<file path="src/rtl/blank_row_column_removal_core_defines.svh">
// ----------------------------------------------------------------------------
// blank row and column removal: assertion macros
// shared concurrent assertion forms used by the core
// ----------------------------------------------------------------------------
`ifndef BLANK_ROW_COLUMN_REMOVAL_CORE_DEFINES_SVH
`define BLANK_ROW_COLUMN_REMOVAL_CORE_DEFINES_SVH

// same-cycle implication
`define BRRC_ASSERT_IMPLY(lbl, ck, rs, ante, cons, msg) \
  lbl: assert property (@(posedge ck) disable iff (rs) (ante) |-> (cons)) \
    else $error(msg);

// next-cycle implication
`define BRRC_ASSERT_NEXT(lbl, ck, rs, ante, cons, msg) \
  lbl: assert property (@(posedge ck) disable iff (rs) (ante) |=> (cons)) \
    else $error(msg);

`endif

</file>
<file path="src/rtl/brrc_pkg.sv">
// ----------------------------------------------------------------------------
// brrc_pkg
// types, constants and helpers shared by the blank row/column removal core
// ----------------------------------------------------------------------------
package brrc_pkg;

  localparam int unsigned DEF_MAX_ROWS    = 64;
  localparam int unsigned DEF_MAX_COLUMNS = 64;

  localparam int unsigned SIZE_W      = 7;   // height / width register width
  localparam int unsigned LEN_W       = 7;   // row_length field width
  localparam int unsigned ROW_BITS_W  = 64;  // row_bits field width
  localparam int unsigned CMP_W       = 9;   // compare width for counters vs sizes
  localparam int unsigned CFG_IDX_W   = 1;
  localparam int unsigned SIZE_RESET  = 64;
  localparam int unsigned IN_TDATA_W  = 8;
  localparam int unsigned OUT_TDATA_W = 72;

  localparam logic [CFG_IDX_W-1:0] REG_HEIGHT = 1'b0;
  localparam logic [CFG_IDX_W-1:0] REG_WIDTH  = 1'b1;

  typedef enum logic [2:0] {
    ST_LOAD,
    ST_SCAN,
    ST_READ,
    ST_PACK,
    ST_EMIT,
    ST_EMPTY
  } seq_state_t;

  typedef struct packed {
    logic              start;
    logic [SIZE_W-1:0] width;
  } pack_ctl_t;

  typedef struct packed {
    logic busy;
    logic done;
  } pack_sts_t;

  // zero acts as one, anything above the maximum acts as the maximum
  function automatic logic [SIZE_W-1:0] clamp_size(input logic [SIZE_W-1:0] v,
                                                   input int unsigned max_v);
    logic [SIZE_W-1:0] s;
    s = v;
    if (v == '0) begin
      s = SIZE_W'(1);
    end else if (32'(v) > max_v) begin
      s = SIZE_W'(max_v);
    end
    return s;
  endfunction

endpackage

</file>
<file path="src/rtl/brrc_packer.sv">
// ----------------------------------------------------------------------------
// brrc_packer
// bit-serial compactor: keeps the masked columns of one row, one column a cycle
// ----------------------------------------------------------------------------
module brrc_packer #(
  parameter int unsigned MAX_COLUMNS = brrc_pkg::DEF_MAX_COLUMNS
) (
  input  logic                      clk,
  input  logic                      rst,
  input  brrc_pkg::pack_ctl_t       ctl,
  input  logic [MAX_COLUMNS-1:0]    row_word,
  input  logic [MAX_COLUMNS-1:0]    mask,
  output logic [MAX_COLUMNS-1:0]    bits,
  output logic [brrc_pkg::LEN_W-1:0] len,
  output brrc_pkg::pack_sts_t       sts
);
  import brrc_pkg::*;

  localparam int unsigned COL_W = (MAX_COLUMNS > 1) ? $clog2(MAX_COLUMNS) : 1;

  logic                   busy;
  logic                   done;
  logic [COL_W-1:0]       col;
  logic [LEN_W-1:0]       kept;
  logic [MAX_COLUMNS-1:0] row_sh;
  logic [MAX_COLUMNS-1:0] mask_sh;
  logic [MAX_COLUMNS-1:0] acc;
  logic                   last_col;

  assign last_col = (CMP_W'(col) + CMP_W'(1)) >= CMP_W'(ctl.width);

  always_ff @(posedge clk) begin
    if (rst) begin
      busy <= 1'b0;
      done <= 1'b0;
      col  <= '0;
      kept <= '0;
    end else begin
      done <= 1'b0;
      if (ctl.start) begin
        busy <= 1'b1;
        col  <= '0;
        kept <= '0;
      end else if (busy) begin
        if (mask_sh[0]) begin
          kept <= kept + LEN_W'(1);
        end
        col <= col + COL_W'(1);
        if (last_col) begin
          busy <= 1'b0;
          done <= 1'b1;
        end
      end
    end
  end

  always_ff @(posedge clk) begin
    if (ctl.start) begin
      row_sh  <= row_word;
      mask_sh <= mask;
      acc     <= '0;
    end else if (busy) begin
      row_sh  <= row_sh >> 1;
      mask_sh <= mask_sh >> 1;
      if (mask_sh[0]) begin
        acc[kept[COL_W-1:0]] <= row_sh[0];
      end
    end
  end

  assign bits     = acc;
  assign len      = kept;
  assign sts.busy = busy;
  assign sts.done = done;

endmodule

</file>
<file path="config.mk">
export PLATFORM = sky130hd
export DESIGN_NAME = brrc_packer
export DESIGN_NICKNAME = d
export VERILOG_FILES = /design/src/rtl/blank_row_column_removal_core_defines.svh /design/src/rtl/brrc_pkg.sv /design/src/rtl/brrc_packer.sv
export SDC_FILE = /design/constraint.sdc
export NUM_CORES = 1
export LEC_CHECK = 0
export CORE_ASPECT_RATIO = 0.8
export CORE_MARGIN = 2
export CORE_UTILIZATION = 55
export CTS_BUF_LIST = sky130_fd_sc_hd__clkbuf_8 sky130_fd_sc_hd__clkbuf_16
export DETAILED_ROUTE_END_ITERATION = 12
export DONT_BUFFER_PORTS = 1
export PLACE_DENSITY_LB_ADDON = 0.25
export SLEW_MARGIN = 20
export SYNTH_ARGS = -nofsm -noshare
export SYNTH_HDL_FRONTEND = slang
export SYNTH_SLANG_ARGS = --single-unit
</file>
<file path="constraint.sdc">
create_clock -name clk -period 3.9 [get_ports clk]
set_input_delay 0.195 -clock clk [delete_from_list [all_inputs] [get_ports clk]]
set_output_delay 0.195 -clock clk [all_outputs]
set_load 0.02 [all_outputs]
</file>
-- Word-level counts from Yosys, hierarchy flattened
Cells that the tools add are included.
- flip-flop bits (word level): 207
- input bits: 138
- output and inout port bits: 73
- logic and storage cells: 30
- $add $sub $neg: 3
- magnitude comparators: 3
- multiplexer cells: 11
- bitwise gates (word level): 1
- reductions and logical operators: 5
- operator list (cell ; count):
    64-bit 2-to-1 mux ; 4
    64-bit bitwise mux ; 1
    6-bit by 1-bit adder with 7-bit output, second input constant ; 1
    7-bit by 1-bit adder with 7-bit output, second input constant ; 1
    7-bit greater-or-equal comparator ; 1
    6-bit by 7-bit < comparator with 1-bit output, second input constant ; 1
    6-bit by 1-bit adder with 6-bit output, second input constant ; 1
    1-bit demux with 6-bit select ; 1
    6-bit by 1-bit greater-or-equal comparator with 1-bit output, second input constant ; 1
    1-bit 2-to-1 mux ; 5
    3-bit OR reduction ; 1
    2-bit AND reduction ; 1
    2-bit nonzero test ; 1
    2-bit OR reduction ; 1
    1-bit logical AND ; 1
    1-bit NOT ; 1

-- Logic depth before layout (Yosys ltp)
- depth in word-level cells: 5
- gate-level depth with buffers: 8
- mapped depth without buffers: 8

-- Worst setup path before layout
Ideal clock, no wire load.
- path kind: input -> register
- start point: in ctl[7] (netlist name)
- end point: reg mask_sh[0] (enable)
- arrival time: 2.525 ns
- path slack: 0.942 ns
- stages: 4
- cell sequence: clkbuf_1 clkbuf_1 clkbuf_1 or2_2
- longest elaborated chain between the ends: 1
- RTL lines (what ; line ; RTL):
    start: declaration ; brrc_packer.sv:10 ; input brrc_pkg::pack_ctl_t ctl,
    2-bit nonzero test (no source line) ; - ;
    end signal: assignment ; brrc_packer.sv:60 ; mask_sh <= mask;
    end signal: assignment ; brrc_packer.sv:64 ; mask_sh <= mask_sh >> 1;
    end: declaration ; brrc_packer.sv:26 ; logic [MAX_COLUMNS-1:0] mask_sh;
Every way passes these cells.
A chain may end at the register's enable or synchronous reset.

-- Worst setup path in the final report
- start point: reg kept[2], in the netlist len[2]
- end point: reg acc[14], in the netlist bits[14]
- longest elaborated chain between the ends: 5
- elaborated cells on any way between the ends: 6
- classes of those cells: 2 x order compare; 3 x mux; 1 x reduce/logical
- RTL lines (what ; line ; RTL):
    start: declaration ; brrc_packer.sv:24 ; logic [LEN_W-1:0] kept;
    start signal: assignment ; brrc_packer.sv:46 ; kept <= kept + LEN_W'(1);
    6-bit by 7-bit < comparator with 1-bit output (implied by the code) / 6-bit by 1-bit greater-or-equal comparator with 1-bit output (equally long branches) ; brrc_packer.sv:66 ; acc[kept[COL_W-1:0]] <= row_sh[0];
    1-bit logical AND (implied by the code) ; brrc_packer.sv:66 ;
    1-bit 2-to-1 mux (implied by the code) ; brrc_packer.sv:66 ;
    1-bit demux with 6-bit select * ; brrc_packer.sv:66 ;
    64-bit bitwise mux * ; brrc_packer.sv:66 ;
    end signal: indexed assignment ; brrc_packer.sv:66 ;
    end: declaration ; brrc_packer.sv:27 ; logic [MAX_COLUMNS-1:0] acc;
Every way passes the cells marked *; elsewhere a longest branch is shown, timed or not.

==> results.txt <==
worst hold endpoint -> col[5]
clock buffer count from CTS -> 21
status -> complete, no violations
top_reg_cell synth -> edfxtp_1
RePlAce Congestion -> 0.761
Final #Nets -> 948
Post-synth EDFFs -> 128
worst-path maximum fanout -> 19
Die Wd -> 147 um
Synth Warn # -> 0
Post-Synthesis Cells -> 672
Reg2Reg Launch Point -> len[2]
Setup CP Type -> reg -> reg
Sequential cell area -> 5430 um^2
hpwl dp -> 11,200 um
Via-to-Cell Ratio -> 5.43
Hold Crit Depth -> 2
type of destination of the critical path -> flop
Mapped Area -> 8970 um^2
actual slew at the worst max-slew pin -> 918 ps
DR vias -> 5,599
CTS tree -> yes
clock period minus worst slack -> 2750 ps
Worst-path clk slew -> 60 ps
top-count cell post-synth -> edfxtp_1
vias in the first global route -> 5,754
leakage power -> 0.00400 uW
Yosys reg bits -> 207
Final Max Slew Viols -> 0
pre-CTS setup slack -> 1740 ps
setup ws final -> 1150 ps
GR Util All Layers -> 0.226
top cells by area, synth -> edfxtp_1 43%, dfxtp_1 18%, mux2_2 16%
WP data required -> 4280 ps
DR iter-0 viols -> 323
clock sinks -> 207
area of the multi-input gates -> 3270 um^2
Clock Latency Late Sink -> 500 ps
Reg2Reg Setup Slack -> 1150 ps
CP arrival -> 3130 ps
drt drc -> 0
pwr/cell area -> 438 nW/um^2
TritonRoute pass-1 iters -> 4
fill cell count -> 1,013
WP buf/inv -> 1
Synth area leader -> edfxtp_1
FF-to-FF End -> bits[14]
area grow syn2layout -> 25.5%
maxcap violations -> 0
endpoints failing hold -> 0
synthesized area per cell -> 13.3 um^2
CP Cell Sequence -> nand3_1, nor3_1, mux2i_1, nor2_1, dlygate4sd3_1
clock buffer depth -> 3
Routed WL per cell -> 19.6 um
Die H -> 118 um
Yosys top cell area share -> 0.429
Hold Crit Start -> rst
Crit-path slowest cell -> nand3_1
I/O pins -> 211
Yosys cell types -> 34
final worst-path cycle share -> 0.704
max_slew headroom -> 0.388
share of cells above drive strength 1 -> 0.214
GRT Residual Overflow -> 0
CP Launch Point -> len[2]
clk_skew -> 10.3 ps
fmax -> 364 MHz
largest net degree at the start of global routing -> 171
n_diodes -> 0
Seq/Total Area, Yosys -> 0.605
Synth top cells by count -> 128 x edfxtp_1, 126 x mux2_2, 79 x dfxtp_1
fraction of registers with async set/reset -> 0
# rows -> 41
final setup vio count -> 0
R2R depth -> 5
antenna violations before repair -> 0
Hold Path Class -> in -> reg
setup tns final -> 0 ps
Final ANT Viol Nets -> 0
CP Launch Type -> flop
root buffer cell -> clkbuf_16
IO buf count -> 0
VDD IR-drop max -> 0.000360 V
crit-path max cell delay -> 680 ps
die area -> 17,300 um^2
starting density of the core -> 0.566
CP top delay family -> simple AND/OR/NAND/NOR gates
Clock H-tree levels -> 1
syn_nets -> 819
RSZ-0062 raised after global routing -> false
Post-Route WL -> 20,200 um
setup bufs post-CTS -> 0
first-pass GRT wire length -> 31,400 um
core box area -> 15,900 um^2
## worst reg2reg max path: stages, from the launching register on
cell	delay, ps
dfxtp_1	590
nand3_1	680
nor3_1	490
mux2i_1	250
nor2_1	60
dlygate4sd3_1	550
## report_power, final
| part | internal (uW) | leakage (uW) | switching [uW] |
|---|---|---|---|
| registers | 2530 | 0.00193 | 59.7 |
| clock network | 1100 | 0.000338 | 820 |
| logic | 234 | 0.00174 | 189 |
## registers in the layout, summed over array words and instances (netlist names)
signal,cells
len,7
busy,1
row_sh,64
mask_sh,64
bits,64
col,6
done,1
## logic make-up after synthesis
| group | synth area share |
|---|---|
| DFF | 0.605 |
| muxes | 0.231 |
| and+or+nand+nor | 0.0999 |
| buffers and inverters | 0.0308 |
| AOI/OAI and AO/OA | 0.00907 |
| xor gates and xnor gates | 0.0117 |
| adders and majority gates | 0.0126 |
## layout by cell type, fill, tap and decap left out, types with 5 or more instances in the layout
cell type,instances
mux2i_1,65
edfxtp_1,128
xor2_1,8
a21oi_1,5
nand2_1,8
mux2_2,126
inv_1,12
nand3b_1,5
nor2_1,75
nand3_1,5
dfxtp_1,79
ha_1,9
dlygate4sd3_1,153
nor3_1,54
clkbuf_16,21
nor3_2,11
## routing by layer
layer | global-route usage | up-vias | share of wire | wire length, um
li1 | - | 2687 | - | -
met1 | 0.287 | 2691 | 0.42 | 8400
met2 | 0.377 | 179 | 0.48 | 9760
met3 | 0.0683 | 42 | 0.073 | 1480
met4 | 0.0667 | 0 | 0.027 | 542
met5 | 0 | - | 0 | 0
## metrics by stage
step / instances / hold slack, ps / area (um^2) / utilization / total power, uW
after global placement: 839 / 284 / 9040 / 0.570 / 2890
after detailed placement: 839 / 286 / 9040 / 0.570 / 2900
after floorplan: 672 / 299 / 8970 / - / 2880
after CTS: 1031 / 42.9 / 11300 / 0.710 / 4960
final: 1031 / 55.3 / 11300 / 0.710 / 4930
after global routing: 1031 / 71.7 / 11300 / 0.710 / 5110
## worst max-delay path by stage
stage | end | depth (start not counted) | slack [ps]
floorplan | mask_sh[0] | 4 | 940
global placement | bits[18] | 4 | 1850
detailed placement | bits[47] | 4 | 1740
CTS | bits[2] | 5 | 1240
global route | bits[14] | 5 | 1020
finish | bits[14] | 5 | 1150
## layout make-up
type	instances	share of cell area
clock buffers	24	0.0504
clock inverters	14	0.00812
inverters	7	0.00233
multi-input cells	405	0.290
flip-flops and latches	207	0.482
well taps	215	0.0239
repair buffers	159	0.143
## timing repair
item	CTS	global route
hold buffers	154	0
endpoints found under the hold margin	194	0
resized for setup	0	0
Note: power is estimated with default switching activity, not from simulation.
