**src/rtl/blank_row_column_removal_core_defines.svh**
```systemverilog
// ----------------------------------------------------------------------------
// blank row and column removal: assertion macros
// shared concurrent assertion forms used by the core
// ----------------------------------------------------------------------------
`ifndef BLANK_ROW_COLUMN_REMOVAL_CORE_DEFINES_SVH
`define BLANK_ROW_COLUMN_REMOVAL_CORE_DEFINES_SVH

// same-cycle implication
`define BRRC_ASSERT_IMPLY(lbl, ck, rs, ante, cons, msg) \
  lbl: assert property (@(posedge ck) disable iff (rs) (ante) |-> (cons)) \
    else $error(msg);

// next-cycle implication
`define BRRC_ASSERT_NEXT(lbl, ck, rs, ante, cons, msg) \
  lbl: assert property (@(posedge ck) disable iff (rs) (ante) |=> (cons)) \
    else $error(msg);

`endif

```
**src/rtl/brrc_pkg.sv**
```systemverilog
// ----------------------------------------------------------------------------
// brrc_pkg
// types, constants and helpers shared by the blank row/column removal core
// ----------------------------------------------------------------------------
package brrc_pkg;

  localparam int unsigned DEF_MAX_ROWS    = 64;
  localparam int unsigned DEF_MAX_COLUMNS = 64;

  localparam int unsigned SIZE_W      = 7;   // height / width register width
  localparam int unsigned LEN_W       = 7;   // row_length field width
  localparam int unsigned ROW_BITS_W  = 64;  // row_bits field width
  localparam int unsigned CMP_W       = 9;   // compare width for counters vs sizes
  localparam int unsigned CFG_IDX_W   = 1;
  localparam int unsigned SIZE_RESET  = 64;
  localparam int unsigned IN_TDATA_W  = 8;
  localparam int unsigned OUT_TDATA_W = 72;

  localparam logic [CFG_IDX_W-1:0] REG_HEIGHT = 1'b0;
  localparam logic [CFG_IDX_W-1:0] REG_WIDTH  = 1'b1;

  typedef enum logic [2:0] {
    ST_LOAD,
    ST_SCAN,
    ST_READ,
    ST_PACK,
    ST_EMIT,
    ST_EMPTY
  } seq_state_t;

  typedef struct packed {
    logic              start;
    logic [SIZE_W-1:0] width;
  } pack_ctl_t;

  typedef struct packed {
    logic busy;
    logic done;
  } pack_sts_t;

  // zero acts as one, anything above the maximum acts as the maximum
  function automatic logic [SIZE_W-1:0] clamp_size(input logic [SIZE_W-1:0] v,
                                                   input int unsigned max_v);
    logic [SIZE_W-1:0] s;
    s = v;
    if (v == '0) begin
      s = SIZE_W'(1);
    end else if (32'(v) > max_v) begin
      s = SIZE_W'(max_v);
    end
    return s;
  endfunction

endpackage

```
**src/rtl/brrc_row_mem.sv**
```systemverilog
// ----------------------------------------------------------------------------
// brrc_row_mem
// one-write, one-read row store with registered read data
// ----------------------------------------------------------------------------
module brrc_row_mem #(
  parameter int unsigned DEPTH = brrc_pkg::DEF_MAX_ROWS,
  parameter int unsigned WIDTH = brrc_pkg::DEF_MAX_COLUMNS,
  localparam int unsigned ADDR_W = (DEPTH > 1) ? $clog2(DEPTH) : 1
) (
  input  logic              clk,
  input  logic              we,
  input  logic [ADDR_W-1:0] waddr,
  input  logic [WIDTH-1:0]  wdata,
  input  logic              re,
  input  logic [ADDR_W-1:0] raddr,
  output logic [WIDTH-1:0]  rdata
);

  logic [WIDTH-1:0] mem [DEPTH];

  always_ff @(posedge clk) begin
    if (we) begin
      mem[waddr] <= wdata;
    end
  end

  always_ff @(posedge clk) begin
    if (re) begin
      rdata <= mem[raddr];
    end
  end

endmodule

```
**config.mk**
```make
export PLATFORM = sky130hd
export DESIGN_NAME = brrc_row_mem
export DESIGN_NICKNAME = d
export VERILOG_FILES = /design/src/rtl/blank_row_column_removal_core_defines.svh /design/src/rtl/brrc_pkg.sv /design/src/rtl/brrc_row_mem.sv
export SDC_FILE = /design/constraint.sdc
export NUM_CORES = 2
export LEC_CHECK = 0
export BUFFER_PORTS_ARGS = -buffer_cell sky130_fd_sc_hd__buf_2
export CELL_PAD_IN_SITES_DETAIL_PLACEMENT = 0
export CELL_PAD_IN_SITES_GLOBAL_PLACEMENT = 1
export CORE_ASPECT_RATIO = 0.6
export CORE_MARGIN = 5
export CORE_UTILIZATION = 50
export DETAILED_ROUTE_END_ITERATION = 8
export GPL_ROUTABILITY_DRIVEN = 0
export HOLD_SLACK_MARGIN = 0.03
export PLACE_DENSITY_LB_ADDON = 0.1
export SYNTH_ARGS = -nofsm -noshare
export SYNTH_HDL_FRONTEND = slang
export SYNTH_SLANG_ARGS = --single-unit
```
**constraint.sdc**
```tcl
create_clock -name clk -period 12.8 [get_ports clk]
set_clock_uncertainty 0.15 [all_clocks]
set_input_delay 2.56 -clock clk [delete_from_list [all_inputs] [get_ports clk]]
set_output_delay 2.56 -clock clk [all_outputs]
set_load 0.01 [all_outputs]
```
Word-level counts from Yosys, hierarchy flattened
Memories as Yosys holds them, arrays and structs flattened. A register that Yosys moved wholly into a read port is not among the register bits.
Index checks and enable logic that the tools add are counted.
{"block": "op_classes", "n_mux": 2}
{"operator": "1-bit 2-to-1 mux", "count": 2}
{"block": "word_totals", "register_bits": 0, "ram_bits": 4096, "inputBits": 79, "output_inout_bits": 64, "wordCells": 3, "memories": 1}
{"name": "mem", "depth": 64, "word_bits": 64, "read_ports": 1, "rd_ports_with_merged_regs": 1, "write_ports": 1, "line": "brrc_row_mem.sv:19", "rtl": "logic [WIDTH-1:0] mem [DEPTH];"}

Logic depth before layout (Yosys ltp)
{"block": "depth", "ltp_word": 2, "ltp_mapped": 9, "depth_no_buf": 5}

Worst setup path before layout
OpenSTA, ideal clock, no wires.
{"block": "synth_timing", "path_kind": "input to register", "from": "input waddr[3]", "to": "memory mem[48][0] (netlist bit) (enable)", "setup_time_ns": 0.564, "arrival_time_ns": 7.432, "required_ns": 12.086, "setup_slack_ns": 4.654, "cell_stages": 4, "path_buffers": 1, "cell_sequence": "clkbuf_1 > nor2b_1 > nand4b_1 > nor3_1"}
{"element": "start: declaration", "line": "brrc_row_mem.sv:12", "rtl": "input logic [ADDR_W-1:0] waddr,"}
{"element": "end: declaration", "line": "brrc_row_mem.sv:19"}
No word-level cell before the write port.

==> flow_summary.rst <==
.. list-table::
   :header-rows: 1

   * - Metric
     - Value
   * - Area share of the largest cell type after synthesis
     - 79.6%
   * - Time the worst path needs with I/O delays and setup
     - 6.67 ns
   * - Avg Vias per Cell
     - 6.78
   * - Ys async rst share
     - 0%
   * - Synth Instances
     - 6,598
   * - Filler Cells Inserted
     - 23,000
   * - FF+latch count, synth
     - 4,160
   * - Clock slew at the register clock pins of the worst setup and hold paths
     - 0.06 ns
   * - CTS tree
     - done
   * - Number of hold violations in the final report
     - 0
   * - Detailed-router iteration count before antenna repair
     - 6
   * - Share of the cycle needed by the critical path after routing
     - 52.1%
   * - Die area
     - 326,000 um2
   * - Height of the die
     - 444 um
   * - Via count of the first global-routing pass
     - 74,900
   * - Number of flops mapped to enable cells by yosys
     - 4,160
   * - First-pass GRT wire length
     - 637,000 um
   * - Quantity of gates resized following cts
     - 0
   * - H-tree levels
     - 5
   * - Vias after detailed routing
     - 77,800
   * - Number of antenna-violating nets in the routed design
     - 0
   * - Hpwl dp
     - 249,000 um
   * - Unrepaired setup endpoints after global routing
     - false
   * - Cells taking the most area after synthesis
     - sky130_fd_sc_hd__edfxtp_1 (80%), sky130_fd_sc_hd__mux4_2 (15%), sky130_fd_sc_hd__mux2i_1 (0.86%)
   * - Wl on met1
     - 210,000 um
   * - Share of cells above drive strength 1
     - 27.7%
   * - Hold-fix buffer count after cts
     - 0
   * - Core Rows
     - 159
   * - Antenna violations before repair
     - 45
   * - Largest area contributor in the netlist
     - sky130_fd_sc_hd__edfxtp_1
   * - Headroom to the max-slew limit
     - 5.55%
   * - Beginning of the critical path
     - raddr[1]
   * - Number of DRC markers in iteration 0
     - 11,600
   * - Final worst setup slack
     - 6.13 ns
   * - Data required time of the critical path
     - 13.25 ns
   * - Average size of a mapped cell
     - 23.8 um2
   * - Total congestion overflow
     - 0
   * - Peak ir drop on the vdd network
     - 0.113 mV
   * - Placeable Area
     - 313,000 um2
   * - Slew at the pin closest to its max-slew limit
     - 1.42 ns
   * - Initial standard-cell utilization of the core
     - 50.2%
   * - Number of input and output port buffers inserted
     - 142
   * - Most instantiated cells after synthesis
     - sky130_fd_sc_hd__edfxtp_1 (4,160), sky130_fd_sc_hd__mux4_2 (1,024), sky130_fd_sc_hd__buf_2 (170), sky130_fd_sc_hd__a22oi_1 (168), sky130_fd_sc_hd__clkbuf_1 (140)
   * - Worst setup path class
     - in2reg
   * - Commonest register cell after synthesis
     - sky130_fd_sc_hd__edfxtp_1
   * - Wire length reported by the detailed router
     - 466,000 um
   * - Total count of max-transition violations in the final report
     - 0
   * - Post-detailed-route wirelength per cell
     - 40.7 um
   * - Sort of element at the end of the critical path
     - flop
   * - Root cell of the clock tree
     - sky130_fd_sc_hd__clkbuf_16
   * - Max Cap Violations
     - 0
   * - Largest net degree at the start of global routing
     - 107
   * - Worst-Skew Late Latency
     - 0.94 ns
   * - Worst-case register-to-register setup slack
     - 9.99 ns
   * - Terminus of the critical flop-to-flop path
     - rdata[36]
   * - Endpoint of the worst setup timing path
     - rdata[35]
   * - Maximum buffer depth of the clock tree
     - 4
   * - Crit path DAT
     - 7.12 ns
   * - Type of the tightest min-delay check
     - reg2reg
   * - Netlist Area Pre-Place
     - 157,000 um2
   * - Top fanout value on the critical path
     - 82
   * - Routed length on met3
     - 54,000 um
   * - Register-to-Register Path Depth
     - 4
   * - Post-route DRC
     - 0
   * - Count of final setup violators
     - 0
   * - Part of the Yosys area used for sequential elements
     - 79.6%
   * - Critical Path Start Type
     - input port
   * - Synth cell types
     - 32
   * - Number of nets in the layout
     - 7,039
   * - Total number of yosys warnings
     - 0
   * - Routed length on met2
     - 193,000 um
   * - Most repeated cell in the gate-level netlist after synthesis
     - sky130_fd_sc_hd__edfxtp_1
   * - Post-CTS setup repair buffer count
     - 0
   * - Placement-stage worst setup slack
     - 5.46 ns
   * - Relative area change from synthesis to final layout
     - 11.8%
   * - Maximum achievable frequency
     - 150 MHz
   * - Number of nets produced by synthesis
     - 6,677
   * - CTS Buf Count
     - 378
   * - Pwr Density
     - 158 nW/um2
   * - Die Span X
     - 733 um
   * - Number of primary I/O pins
     - 143
   * - Start of the worst register-to-register path
     - mem[36][36]
   * - Clk sink count
     - 4,160
   * - Outcome
     - complete, no violations
   * - Total negative setup slack
     - 0 ns
   * - Static leakage power
     - 54.2 nW
   * - Aggregate global-route resource usage
     - 28.5%
   * - Highest routed metal layer
     - met5
state kept, by name, indices dropped and copies added (netlist names):
signal / count
rdata: 64
mem: 4096
layout by cell type, fill, tap and decap left out, types with 3 or more instances in the layout:
cell                         instances
sky130_fd_sc_hd__edfxtp_1         4160
sky130_fd_sc_hd__mux4_2           1024
sky130_fd_sc_hd__clkbuf_16         385
sky130_fd_sc_hd__buf_4             195
sky130_fd_sc_hd__a22oi_1           168
sky130_fd_sc_hd__buf_2             138
sky130_fd_sc_hd__mux2i_1           135
sky130_fd_sc_hd__a22o_1             88
sky130_fd_sc_hd__clkbuf_1           87
sky130_fd_sc_hd__o22ai_1            83
sky130_fd_sc_hd__clkinv_2           76
sky130_fd_sc_hd__clkinv_1           70
sky130_fd_sc_hd__nor2_4             65
sky130_fd_sc_hd__and3_1             64
sky130_fd_sc_hd__a211oi_1           63
sky130_fd_sc_hd__nand2_1            54
sky130_fd_sc_hd__nor2_1             47
sky130_fd_sc_hd__nand3_1            45
sky130_fd_sc_hd__o221ai_1           38
sky130_fd_sc_hd__bufinv_16          32
sky130_fd_sc_hd__or3_1              29
sky130_fd_sc_hd__or2_2              28
sky130_fd_sc_hd__a41oi_1            25
sky130_fd_sc_hd__diode_2            24
sky130_fd_sc_hd__nor2b_1            24
sky130_fd_sc_hd__inv_1              19
sky130_fd_sc_hd__a2bb2oi_1          19
sky130_fd_sc_hd__a31oi_1            18
sky130_fd_sc_hd__buf_12             16
sky130_fd_sc_hd__clkinvlp_4         14
sky130_fd_sc_hd__inv_6               9
sky130_fd_sc_hd__nand2b_1            7
sky130_fd_sc_hd__nor2b_4             4
sky130_fd_sc_hd__clkinv_8            3
logic make-up after synthesis:
kind of cell | after synthesis | synth area share (%)
multiplexers | 1159 | 15.6
flip-flops | 4160 | 79.6
AO/OA/AOI/OAI | 504 | 2.47
buffers and inverters | 389 | 1.18
AND/OR/NAND/NOR | 386 | 1.23
where the power goes:
group | internal, mW | total, mW | leakage, nW | switching (mW)
Clock | 6.17 | 11.2 | 5.79 | 4.98
Sequential | 15.1 | 15.2 | 37.5 | 0.0652
Combinational | 0.455 | 1.30 | 10.9 | 0.849
Total | 21.7 | 27.6 | 54.2 | 5.90
worst min path at each step:
| stage | start | end | slack, ns | depth (start not counted) |
|---|---|---|---|---|
| 6_report | mem[38][10] | rdata[10] | 0.77 | 4 |
| 5_1_grt | mem[52][12] | rdata[12] | 0.81 | 4 |
| 4_1_cts | mem[38][10] | rdata[10] | 0.77 | 4 |
| 3_5_place_dp | mem[38][10] | rdata[10] | 0.75 | 4 |
| 3_3_place_gp | mem[38][10] | rdata[10] | 0.75 | 4 |
| 2_1_floorplan | mem[30][61] | rdata[61] | 0.71 | 4 |
layout make-up:
class | instances | area [um2] | area share [%]
Antenna cell | 24 | 60.1 | 0.0342
Inverter | 19 | 71.3 | 0.0406
Tap cell | 4186 | 5240 | 2.99
Sequential cell | 4160 | 125000 | 71.2
Timing Repair Buffer | 352 | 2520 | 1.43
Clock buffer | 472 | 9960 | 5.68
Clock inverter | 206 | 1880 | 1.07
Multi-Input combinational cell | 2049 | 30800 | 17.6
through the flow:
stage	cell area [um2]	cells	utilization (%)	power [mW]	hold slack, ns
floorplan	157000	6598	-	16.1	0.715
global placement	164000	10800	52.3	16.8	0.752
detailed placement	164000	10800	52.3	16.8	0.750
CTS	175000	11400	56.1	27.8	0.770
global route	175000	11500	56.1	28.5	0.812
finish	175000	11500	56.1	27.6	0.770
worst max-delay path, stage by stage:
cell and delay, ns:
sky130_fd_sc_hd__buf_8 0.65, sky130_fd_sc_hd__buf_4 0.66, sky130_fd_sc_hd__buf_4 0.63, sky130_fd_sc_hd__buf_4 0.56
sky130_fd_sc_hd__mux4_2 0.40, sky130_fd_sc_hd__a22o_1 0.28, sky130_fd_sc_hd__nor2_1 0.96, sky130_fd_sc_hd__a211oi_1 0.20
per-layer routing:
metal  vias up  global-route usage (%)
met5         -                   0.601
met4        12                    5.57
met3       568                    6.33
met2      4730                    38.2
met1     43200                    47.9
li1      29300                       -
Power figures use the tool's default switching activity.
